File: config.mk
export PLATFORM = sky130hd
export DESIGN_NAME = tcw_ctrl
export DESIGN_NICKNAME = d
export VERILOG_FILES = /design/src/hdl/tcw_pkg.sv /design/src/hdl/tcw_ctrl.sv
export SDC_FILE = /design/constraint.sdc
export NUM_CORES = 1
export LEC_CHECK = 0
export ABC_AREA = 1
export BUFFER_PORTS_ARGS = -buffer_cell sky130_fd_sc_hd__buf_2
export CAP_MARGIN = 20
export CORE_ASPECT_RATIO = 0.75
export CORE_MARGIN = 2
export CORE_UTILIZATION = 35
export DETAILED_ROUTE_END_ITERATION = 16
export MAX_ROUTING_LAYER = met4
export PLACE_DENSITY = 0.62
export REMOVE_ABC_BUFFERS = 1
export SYNTH_ARGS = -nofsm -noshare
export SYNTH_HDL_FRONTEND = slang
export SYNTH_SLANG_ARGS = --single-unit
File: constraint.sdc
create_clock -name clk -period 4.3 [get_ports clk]
set_input_delay 0.43 -clock clk [delete_from_list [all_inputs] [get_ports clk]]
set_output_delay 0.43 -clock clk [all_outputs]
set_load 0.05 [all_outputs]
File: src/hdl/tcw_pkg.sv
// Shared types and constants of the text console character writer.
package tcw_pkg;

  localparam int COLUMNS_DEF   = 80;
  localparam int ROWS_DEF      = 25;
  localparam int TAB_WIDTH_DEF = 8;

  localparam int IDX_W     = 11;
  localparam int CELL_W    = 16;
  localparam int CHAR_W    = 8;
  localparam int COLOR_W   = 4;
  localparam int ATTR_W    = 2 * COLOR_W;
  localparam int OP_W      = 2;
  localparam int CFG_IDX_W = 1;

  localparam logic [CHAR_W-1:0] CH_BS    = 8'h08;
  localparam logic [CHAR_W-1:0] CH_TAB   = 8'h09;
  localparam logic [CHAR_W-1:0] CH_LF    = 8'h0A;
  localparam logic [CHAR_W-1:0] CH_CR    = 8'h0D;
  localparam logic [CHAR_W-1:0] CH_SPACE = 8'h20;
  localparam logic [CHAR_W-1:0] CH_DEL   = 8'h7F;

  localparam logic [ATTR_W-1:0]  RESET_ATTR = 8'h0F;
  localparam logic [COLOR_W-1:0] RESET_FG   = 4'hF;
  localparam logic [COLOR_W-1:0] RESET_BG   = 4'h0;

  typedef enum logic [OP_W-1:0] {
    OP_PUT   = 2'd0,
    OP_CLEAR = 2'd1,
    OP_READ  = 2'd2,
    OP_NONE  = 2'd3
  } op_t;

  typedef enum logic [CFG_IDX_W-1:0] {
    CFG_FG = 1'b0,
    CFG_BG = 1'b1
  } cfg_reg_t;

  typedef enum logic [2:0] {
    ST_INIT,
    ST_IDLE,
    ST_CLEAR,
    ST_BLANK,
    ST_READ
  } state_t;

  typedef struct packed {
    logic [IDX_W-1:0]  cursor_index;
    logic [CELL_W-1:0] cell_data;
  } result_t;

endpackage

File: src/hdl/tcw_ctrl.sv
// Cursor, scroll base and memory sequencer of the text console.
module tcw_ctrl #(
  parameter int COLUMNS   = tcw_pkg::COLUMNS_DEF,
  parameter int ROWS      = tcw_pkg::ROWS_DEF,
  parameter int TAB_WIDTH = tcw_pkg::TAB_WIDTH_DEF,
  parameter int ADDR_W    = $clog2(COLUMNS * ROWS)
) (
  input  logic                         clk,
  input  logic                         rst,
  input  logic                         cmd_valid,
  output logic                         cmd_ready,
  input  logic [tcw_pkg::OP_W-1:0]     operation,
  input  logic [tcw_pkg::CHAR_W-1:0]   char_code,
  input  logic [tcw_pkg::IDX_W-1:0]    cell_index,
  input  logic [tcw_pkg::ATTR_W-1:0]   attr,
  input  logic                         out_free,
  output logic                         res_load,
  output tcw_pkg::result_t             res,
  output logic                         mem_we,
  output logic [ADDR_W-1:0]            mem_waddr,
  output logic [tcw_pkg::CELL_W-1:0]   mem_wdata,
  output logic [ADDR_W-1:0]            mem_raddr,
  input  logic [tcw_pkg::CELL_W-1:0]   mem_rdata
);

  localparam int CELLS  = COLUMNS * ROWS;
  localparam int COL_W  = $clog2(COLUMNS);
  localparam int ROW_W  = $clog2(ROWS);
  localparam int TAB_W  = $clog2(TAB_WIDTH);
  localparam int CT_W   = ((COL_W > TAB_W) ? COL_W : TAB_W) + 2;
  localparam int WIDE_W = ADDR_W + tcw_pkg::IDX_W;

  localparam logic [ADDR_W-1:0] COLS_A   = ADDR_W'(COLUMNS);
  localparam logic [ADDR_W-1:0] LAST_A   = ADDR_W'(CELLS - 1);
  localparam logic [ADDR_W:0]   CELLS_X  = (ADDR_W + 1)'(CELLS);
  localparam logic [CT_W-1:0]   COLS_X   = CT_W'(COLUMNS);
  localparam logic [CT_W-1:0]   TAB_X    = CT_W'(TAB_WIDTH);
  localparam logic [ROW_W:0]    ROWS_X   = (ROW_W + 1)'(ROWS);
  localparam logic [ROW_W-1:0]  ROW_LAST = ROW_W'(ROWS - 1);
  localparam logic [TAB_W-1:0]  PH_LAST  = TAB_W'(TAB_WIDTH - 1);
  localparam logic [COL_W-1:0]  CNT_LAST = COL_W'(COLUMNS - 1);
  localparam logic [WIDE_W-1:0] CELLS_W  = WIDE_W'(CELLS);

  tcw_pkg::state_t state, state_next;
  logic [COL_W-1:0]  col, col_next;
  logic [ROW_W-1:0]  row, row_next;
  logic [TAB_W-1:0]  phase, phase_next;
  logic [ADDR_W-1:0] base, base_next;
  logic [ADDR_W-1:0] addr, addr_next;
  logic [COL_W-1:0]  cnt, cnt_next;

  logic              accept;
  tcw_pkg::op_t      op;
  logic [CT_W-1:0]   col_t;
  logic [ROW_W:0]    row_t;
  logic [TAB_W-1:0]  ph_t;
  logic              printable;
  logic              scroll;
  logic [COL_W-1:0]  col_put;
  logic [ROW_W-1:0]  row_put;
  logic [WIDE_W-1:0] rd_wide;
  logic              rd_in;
  logic [ADDR_W-1:0] lin_cur;
  logic [ADDR_W-1:0] lin_put;
  logic [ADDR_W-1:0] addr_inc;

  function automatic logic [ADDR_W-1:0] phys(input logic [ADDR_W-1:0] a,
                                             input logic [ADDR_W-1:0] b);
    logic [ADDR_W:0] sum;
    sum = {1'b0, a} + {1'b0, b};
    if (sum >= CELLS_X) begin
      sum = sum - CELLS_X;
    end
    return sum[ADDR_W-1:0];
  endfunction

  function automatic logic [tcw_pkg::IDX_W-1:0] idx_of(input logic [ADDR_W-1:0] a);
    logic [WIDE_W-1:0] w;
    w = WIDE_W'(a);
    return w[tcw_pkg::IDX_W-1:0];
  endfunction

  assign cmd_ready = (state == tcw_pkg::ST_IDLE) && out_free;
  assign accept    = cmd_valid && cmd_ready;
  assign op        = tcw_pkg::op_t'(operation);
  assign rd_wide   = WIDE_W'(cell_index);
  assign rd_in     = rd_wide < CELLS_W;
  assign lin_cur   = ADDR_W'(row) * COLS_A + ADDR_W'(col);
  assign lin_put   = ADDR_W'(row_put) * COLS_A + ADDR_W'(col_put);
  assign addr_inc  = (addr == LAST_A) ? '0 : addr + 1'b1;

  // Cursor update for a put; phase tracks col modulo the tab width.
  always_comb begin
    col_t     = CT_W'(col);
    row_t     = {1'b0, row};
    ph_t      = phase;
    printable = 1'b0;
    priority if (char_code == tcw_pkg::CH_BS) begin
      if (col != '0) begin
        col_t = CT_W'(col) - 1'b1;
        ph_t  = (phase == '0) ? PH_LAST : phase - 1'b1;
      end
    end else if (char_code == tcw_pkg::CH_TAB) begin
      col_t = CT_W'(col) - CT_W'(phase) + TAB_X;
      ph_t  = '0;
    end else if (char_code == tcw_pkg::CH_CR) begin
      col_t = '0;
      ph_t  = '0;
    end else if (char_code == tcw_pkg::CH_LF) begin
      col_t = '0;
      ph_t  = '0;
      row_t = {1'b0, row} + 1'b1;
    end else if (char_code >= tcw_pkg::CH_SPACE && char_code <= tcw_pkg::CH_DEL) begin
      printable = 1'b1;
      col_t     = CT_W'(col) + 1'b1;
      ph_t      = (phase == PH_LAST) ? '0 : phase + 1'b1;
    end else begin
      printable = 1'b0;
    end
    if (col_t >= COLS_X) begin
      col_t = '0;
      ph_t  = '0;
      row_t = row_t + 1'b1;
    end
    scroll  = row_t >= ROWS_X;
    col_put = col_t[COL_W-1:0];
    row_put = scroll ? ROW_LAST : row_t[ROW_W-1:0];
  end

  always_comb begin
    state_next = state;
    unique case (state)
      tcw_pkg::ST_INIT: begin
        if (addr == LAST_A) begin
          state_next = tcw_pkg::ST_IDLE;
        end
      end
      tcw_pkg::ST_IDLE: begin
        if (accept) begin
          unique case (op)
            tcw_pkg::OP_PUT: begin
              if (scroll) begin
                state_next = tcw_pkg::ST_BLANK;
              end
            end
            tcw_pkg::OP_CLEAR: state_next = tcw_pkg::ST_CLEAR;
            tcw_pkg::OP_READ: begin
              if (rd_in) begin
                state_next = tcw_pkg::ST_READ;
              end
            end
            tcw_pkg::OP_NONE: state_next = tcw_pkg::ST_IDLE;
            default:          state_next = tcw_pkg::ST_IDLE;
          endcase
        end
      end
      tcw_pkg::ST_CLEAR: begin
        if (addr == LAST_A) begin
          state_next = tcw_pkg::ST_IDLE;
        end
      end
      tcw_pkg::ST_BLANK: begin
        if (cnt == CNT_LAST) begin
          state_next = tcw_pkg::ST_IDLE;
        end
      end
      tcw_pkg::ST_READ: state_next = tcw_pkg::ST_IDLE;
      default:          state_next = tcw_pkg::ST_IDLE;
    endcase
  end

  always_comb begin
    col_next         = col;
    row_next         = row;
    phase_next       = phase;
    base_next        = base;
    addr_next        = addr;
    cnt_next         = cnt;
    mem_we           = 1'b0;
    mem_waddr        = addr;
    mem_wdata        = {attr, tcw_pkg::CH_SPACE};
    mem_raddr        = phys(rd_wide[ADDR_W-1:0], base);
    res_load         = 1'b0;
    res.cursor_index = idx_of(lin_cur);
    res.cell_data    = '0;
    unique case (state)
      tcw_pkg::ST_INIT: begin
        mem_we    = 1'b1;
        mem_wdata = {tcw_pkg::RESET_ATTR, tcw_pkg::CH_SPACE};
        addr_next = addr_inc;
      end
      tcw_pkg::ST_IDLE: begin
        if (accept) begin
          unique case (op)
            tcw_pkg::OP_PUT: begin
              mem_we     = printable;
              mem_waddr  = phys(lin_cur, base);
              mem_wdata  = {attr, char_code};
              col_next   = col_put;
              row_next   = row_put;
              phase_next = ph_t;
              if (scroll) begin
                // old top row becomes the new bottom row
                base_next = phys(base, COLS_A);
                addr_next = base;
                cnt_next  = '0;
              end else begin
                res_load         = 1'b1;
                res.cursor_index = idx_of(lin_put);
              end
            end
            tcw_pkg::OP_CLEAR: begin
              col_next   = '0;
              row_next   = '0;
              phase_next = '0;
              base_next  = '0;
              addr_next  = '0;
            end
            tcw_pkg::OP_READ: begin
              res_load = !rd_in;
            end
            tcw_pkg::OP_NONE: res_load = 1'b1;
            default:          res_load = 1'b1;
          endcase
        end
      end
      tcw_pkg::ST_CLEAR: begin
        mem_we    = 1'b1;
        addr_next = addr_inc;
        res_load  = addr == LAST_A;
      end
      tcw_pkg::ST_BLANK: begin
        mem_we    = 1'b1;
        addr_next = addr_inc;
        cnt_next  = cnt + 1'b1;
        res_load  = cnt == CNT_LAST;
      end
      tcw_pkg::ST_READ: begin
        res_load      = 1'b1;
        res.cell_data = mem_rdata;
      end
      default: res_load = 1'b0;
    endcase
  end

  always_ff @(posedge clk) begin
    if (rst) begin
      state <= tcw_pkg::ST_INIT;
      col   <= '0;
      row   <= '0;
      phase <= '0;
      base  <= '0;
      addr  <= '0;
      cnt   <= '0;
    end else begin
      state <= state_next;
      col   <= col_next;
      row   <= row_next;
      phase <= phase_next;
      base  <= base_next;
      addr  <= addr_next;
      cnt   <= cnt_next;
    end
  end

endmodule

==> run_results.csv <==
group,metric,value,unit
grt,grtUsageMet2,0.297,
place,dpl.hpwl,14.1,mm
worst_setup_path,worstPathMaxFanout,5,
floorplan,die_w,152,µm
grt,grt_pass1_vias,5751,
sta,hold_viol,0,
route,routed-via-count,6560,
synth,synth_flop_cell,"dfxtp_1",
sta,fin_setup_tns,-2.62,ns
grt,grt_use_total,0.205,
pwr,power.leakage,4.27,nW
sta,rsz0062_at_grt,"yes",
cells_and_area,final_area,8310,µm²
run_status,status,"complete, but fails checks",
floorplan,start_util,0.357,
pwr,p_per_area,119,nW/µm²
place,dp.cells,1339,
clock_network,cts.sinks,43,
synth,yosysSeqAreaShare,0.151,
grt,grt_pass1_wl,27.8,mm
clock_network,cts_hold_buf,0,
worst_setup_path,crit_family,"simple AND/OR/NAND/NOR gates",
clock_network,cts_tree,"yes",
place,place.gp.congestion,0.883,
sta,slew_violations,0,
grt,grt.overflow.total,0,
clock_network,htreeDepth,2,
floorplan,ios,117,
place,placed_cell_area,7310,µm²
worst_setup_path,worstRegToRegCells,27,
sta,fin_crit_sh,1.16,
grt,use_met3,0.0199,
route,drt_iter0_markers,427,
pwr,power,0.985,mW
floorplan,fp-row-count,40,
sta,min_period,4.98,ns
clock_network,clockBufferDepth,2,
cells_and_area,areaGrowthSynthToFinish,45.5,%
grt,busiest_layer,"met1",
synth,syn_area,5710,µm²
min_path,min_to,"cnt[1]$_SDFFE_PP0P_",
min_path,min_path_cells,2,
sta,fin_skew,0.00698,ns
worst_setup_path,max_stage_delay,0.55,ns
sta,fmaxAchievable,0.201,GHz
cells_and_area,drive_above_1_share,0.361,
route,drc,0,
route,final_antenna_net_count,0,
cells_and_area,layout.nets,1264,
cells_and_area,n_antenna_cell,0,
route,drt_wl_total,18.0,mm
worst_setup_path,worstPathRequired,3.87,ns
grt,grt_max_degree,30,
floorplan,coreArea,16000,µm²
pwr,vdd_drop_max,136,µV
min_path,min_from,"cnt[1]$_SDFFE_PP0P_",
floorplan,die_h,115,µm
synth,syn_inst,917,
route,drt_first_pass_iters,5,
synth,synth_top_area_share,0.151,
sta,worstMarginPinSlew,0.844,ns
synth,yosys.area.top_type,"dfxtp_1",
worst_setup_path,r2r_start,"col[0]$_SDFFE_PP0P_",
cells_and_area,instances_no_fill,1364,
route,wire_per_inst,13.2,µm
synth,yosys_warnings,0,
worst_setup_path,slowest_stage,"fa_2",
clock_network,clkLatencyLatePin,0.30,ns
synth,synthTopCellsByArea,"dfxtp_1 15%, nand2_1 14%, ha_1 13%, inv_1 9.9%, xor2_1 5.7%",
worst_setup_path,regToRegSetupSlack,0.61,ns
clock_network,cts_root_buf,"clkbuf_16",
place,port-buffer-count,116,
synth,synth_async_sr_flop_share,0,
worst_setup_path,worstPathArrival,4.55,ns
route,vias_per_cell,4.81,
job,maxCapViolCount,0,
worst_setup_path,crit_path_end_kind,"output pin",
worst_setup_path,cp_num_buf_inv,9,
floorplan,fp.dieArea,17400,µm²
synth,ys_types,46,
grt,antenna_found_initial,0,
place,post-place-ws,-0.645,ns
synth,ys_ff_latch,43,
sta,setup_violations,5,
min_path,hp-class,"register to register",
worst_setup_path,r2r_end,"addr[9]$_SDFFE_PP0P_",
sta,whs,0.481,ns
sta,timing.final.ws_setup,-0.678,ns
worst_setup_path,cp_common_cell,"nand2_1",
grt,grt_use_met1,0.313,
sta,maxSlewHeadroom,0.436,
clock_network,path_clk_slew,0.07,ns
worst_setup_path,startpoint_type,"register",
cells_and_area,finish.utilization,0.519,
clock_network,cts_buffers,5,
run_status,violations,"negative setup slack",
worst_setup_path,crit_type,"register to output pin",
synth,synth_edf_count,0,
synth,syn_avg_cell_area,6.23,µm²
## registers in the layout, indices dropped and copies added, names as in the netlist
name and count:
addr 11, base 7, cnt 7, col 7
phase 3, row 5, state 3
## synth_stat cells (all sizes together) (2+ instances only)
master	instances
buf	6
a221oi	2
nand4	16
ha	58
clkbuf	13
a21o	3
xor2	37
o21ai	53
o22ai	5
a21oi	61
or2	15
nand3	64
xnor2	9
nor4	4
inv	160
nor2	98
nand3b	6
fa	4
nand2	223
a22oi	4
nor3	17
o31ai	3
a31oi	4
o211ai	3
dfxtp	43
## how the worst max path moves through the flow
stage	start	end	slack [ns]	depth (start not counted)
after floorplan	col[0]$_SDFFE_PP0P_	res[22]	-0.84	26
after global placement	col[0]$_SDFFE_PP0P_	res[26]	-0.56	32
after detailed placement	col[0]$_SDFFE_PP0P_	res[26]	-0.65	32
after CTS	col[0]$_SDFFE_PP0P_	res[26]	-0.64	36
after global routing	col[0]$_SDFFE_PP0P_	res[26]	-0.94	35
final	col[0]$_SDFFE_PP0P_	res[26]	-0.68	33
## final cells by class
| class | count | area [µm²] |
|---|---|---|
| sequential | 43 | 870 |
| clock buffer | 5 | 125 |
| multi-input combinational | 695 | 4670 |
| timing repair buffer | 247 | 1730 |
| clock inverter | 3 | 47.5 |
| tap | 210 | 263 |
| fill | 1561 | 7700 |
| inverter | 161 | 612 |
## worst reg2reg max path, stage by stage, from the launching register on
cell	delay, ns
dfxtp_2	0.32
inv_2	0.07
ha_4	0.13
inv_2	0.04
fa_2	0.37
nand2_4	0.11
buf_4	0.11
buf_4	0.10
nand3_2	0.07
nand2_2	0.13
nand3_1	0.12
nand3_2	0.12
nand2_1	0.05
nand2_1	0.07
nand2_2	0.06
nand2_4	0.09
nand3_4	0.12
buf_4	0.17
a41oi_4	0.21
nand2_4	0.11
buf_6	0.14
buf_6	0.11
nor2_4	0.17
buf_4	0.15
o21ai_2	0.07
nand2_4	0.18
o21ai_0	0.11
a21oi_1	0.14
## cell families (layout without fill, tap and decap cells)
kind of cell,after synthesis,in the layout,synth area share
XOR/XNOR,46,46,0.0705
AO/OA/AOI/OAI,143,143,0.146
buffers and inverters,180,416,0.125
flip-flops,43,43,0.151
adder cells (fa/ha/maj),62,62,0.141
AND/OR/NAND/NOR,443,444,0.367
## metal layers
metal,share of wire,vias to the layer above
met1,0.50,2938
met4,0.0052,0
li1,-,3423
met2,0.43,189
met5,0,-
met3,0.069,10
## power by group
part	switching, mW	internal, mW
Clock	0.173	0.277
Combinational	0.0866	0.0458
Sequential	0.00249	0.400
## repair_timing
| action | CTS | global route |
|---|---|---|
| pin swaps | 27 | 52 |
| buffers inserted | 9 | 13 |
| setup endpoints to repair | 19 | 19 |
| cloned | 1 | 0 |
| hold endpoints to repair | 0 | 0 |
| gates resized for setup | 80 | 110 |
## layout by cell type (no fill, tap or decap), types with 3 or more instances in the layout
cell type and n:
xor2_1 33, nand2_1 191, ha_1 43, o211ai_1 3
o22ai_1 5, inv_2 20, nor4_1 4, nand4_1 16
o21ai_1 8, nor2_1 81, nor2_4 7, nand3_1 41
nand3_2 15, a22oi_1 4, nand2_2 25, xor2_2 3
inv_1 137, fa_2 3, dfxtp_1 38, ha_4 14
buf_2 97, a21oi_2 5, nor3_2 3, nand3b_1 6
inv_4 3, o21ai_0 34, nand3_4 9, buf_4 121
nor3_1 12, o21ai_2 9, a21oi_1 55, nor2_2 10
nand2_4 7, a21o_1 3, dfxtp_2 4, xnor2_1 8
or2_2 12, buf_6 27, clkbuf_16 5, a31oi_1 4
(Power assumes the default switching activity.)
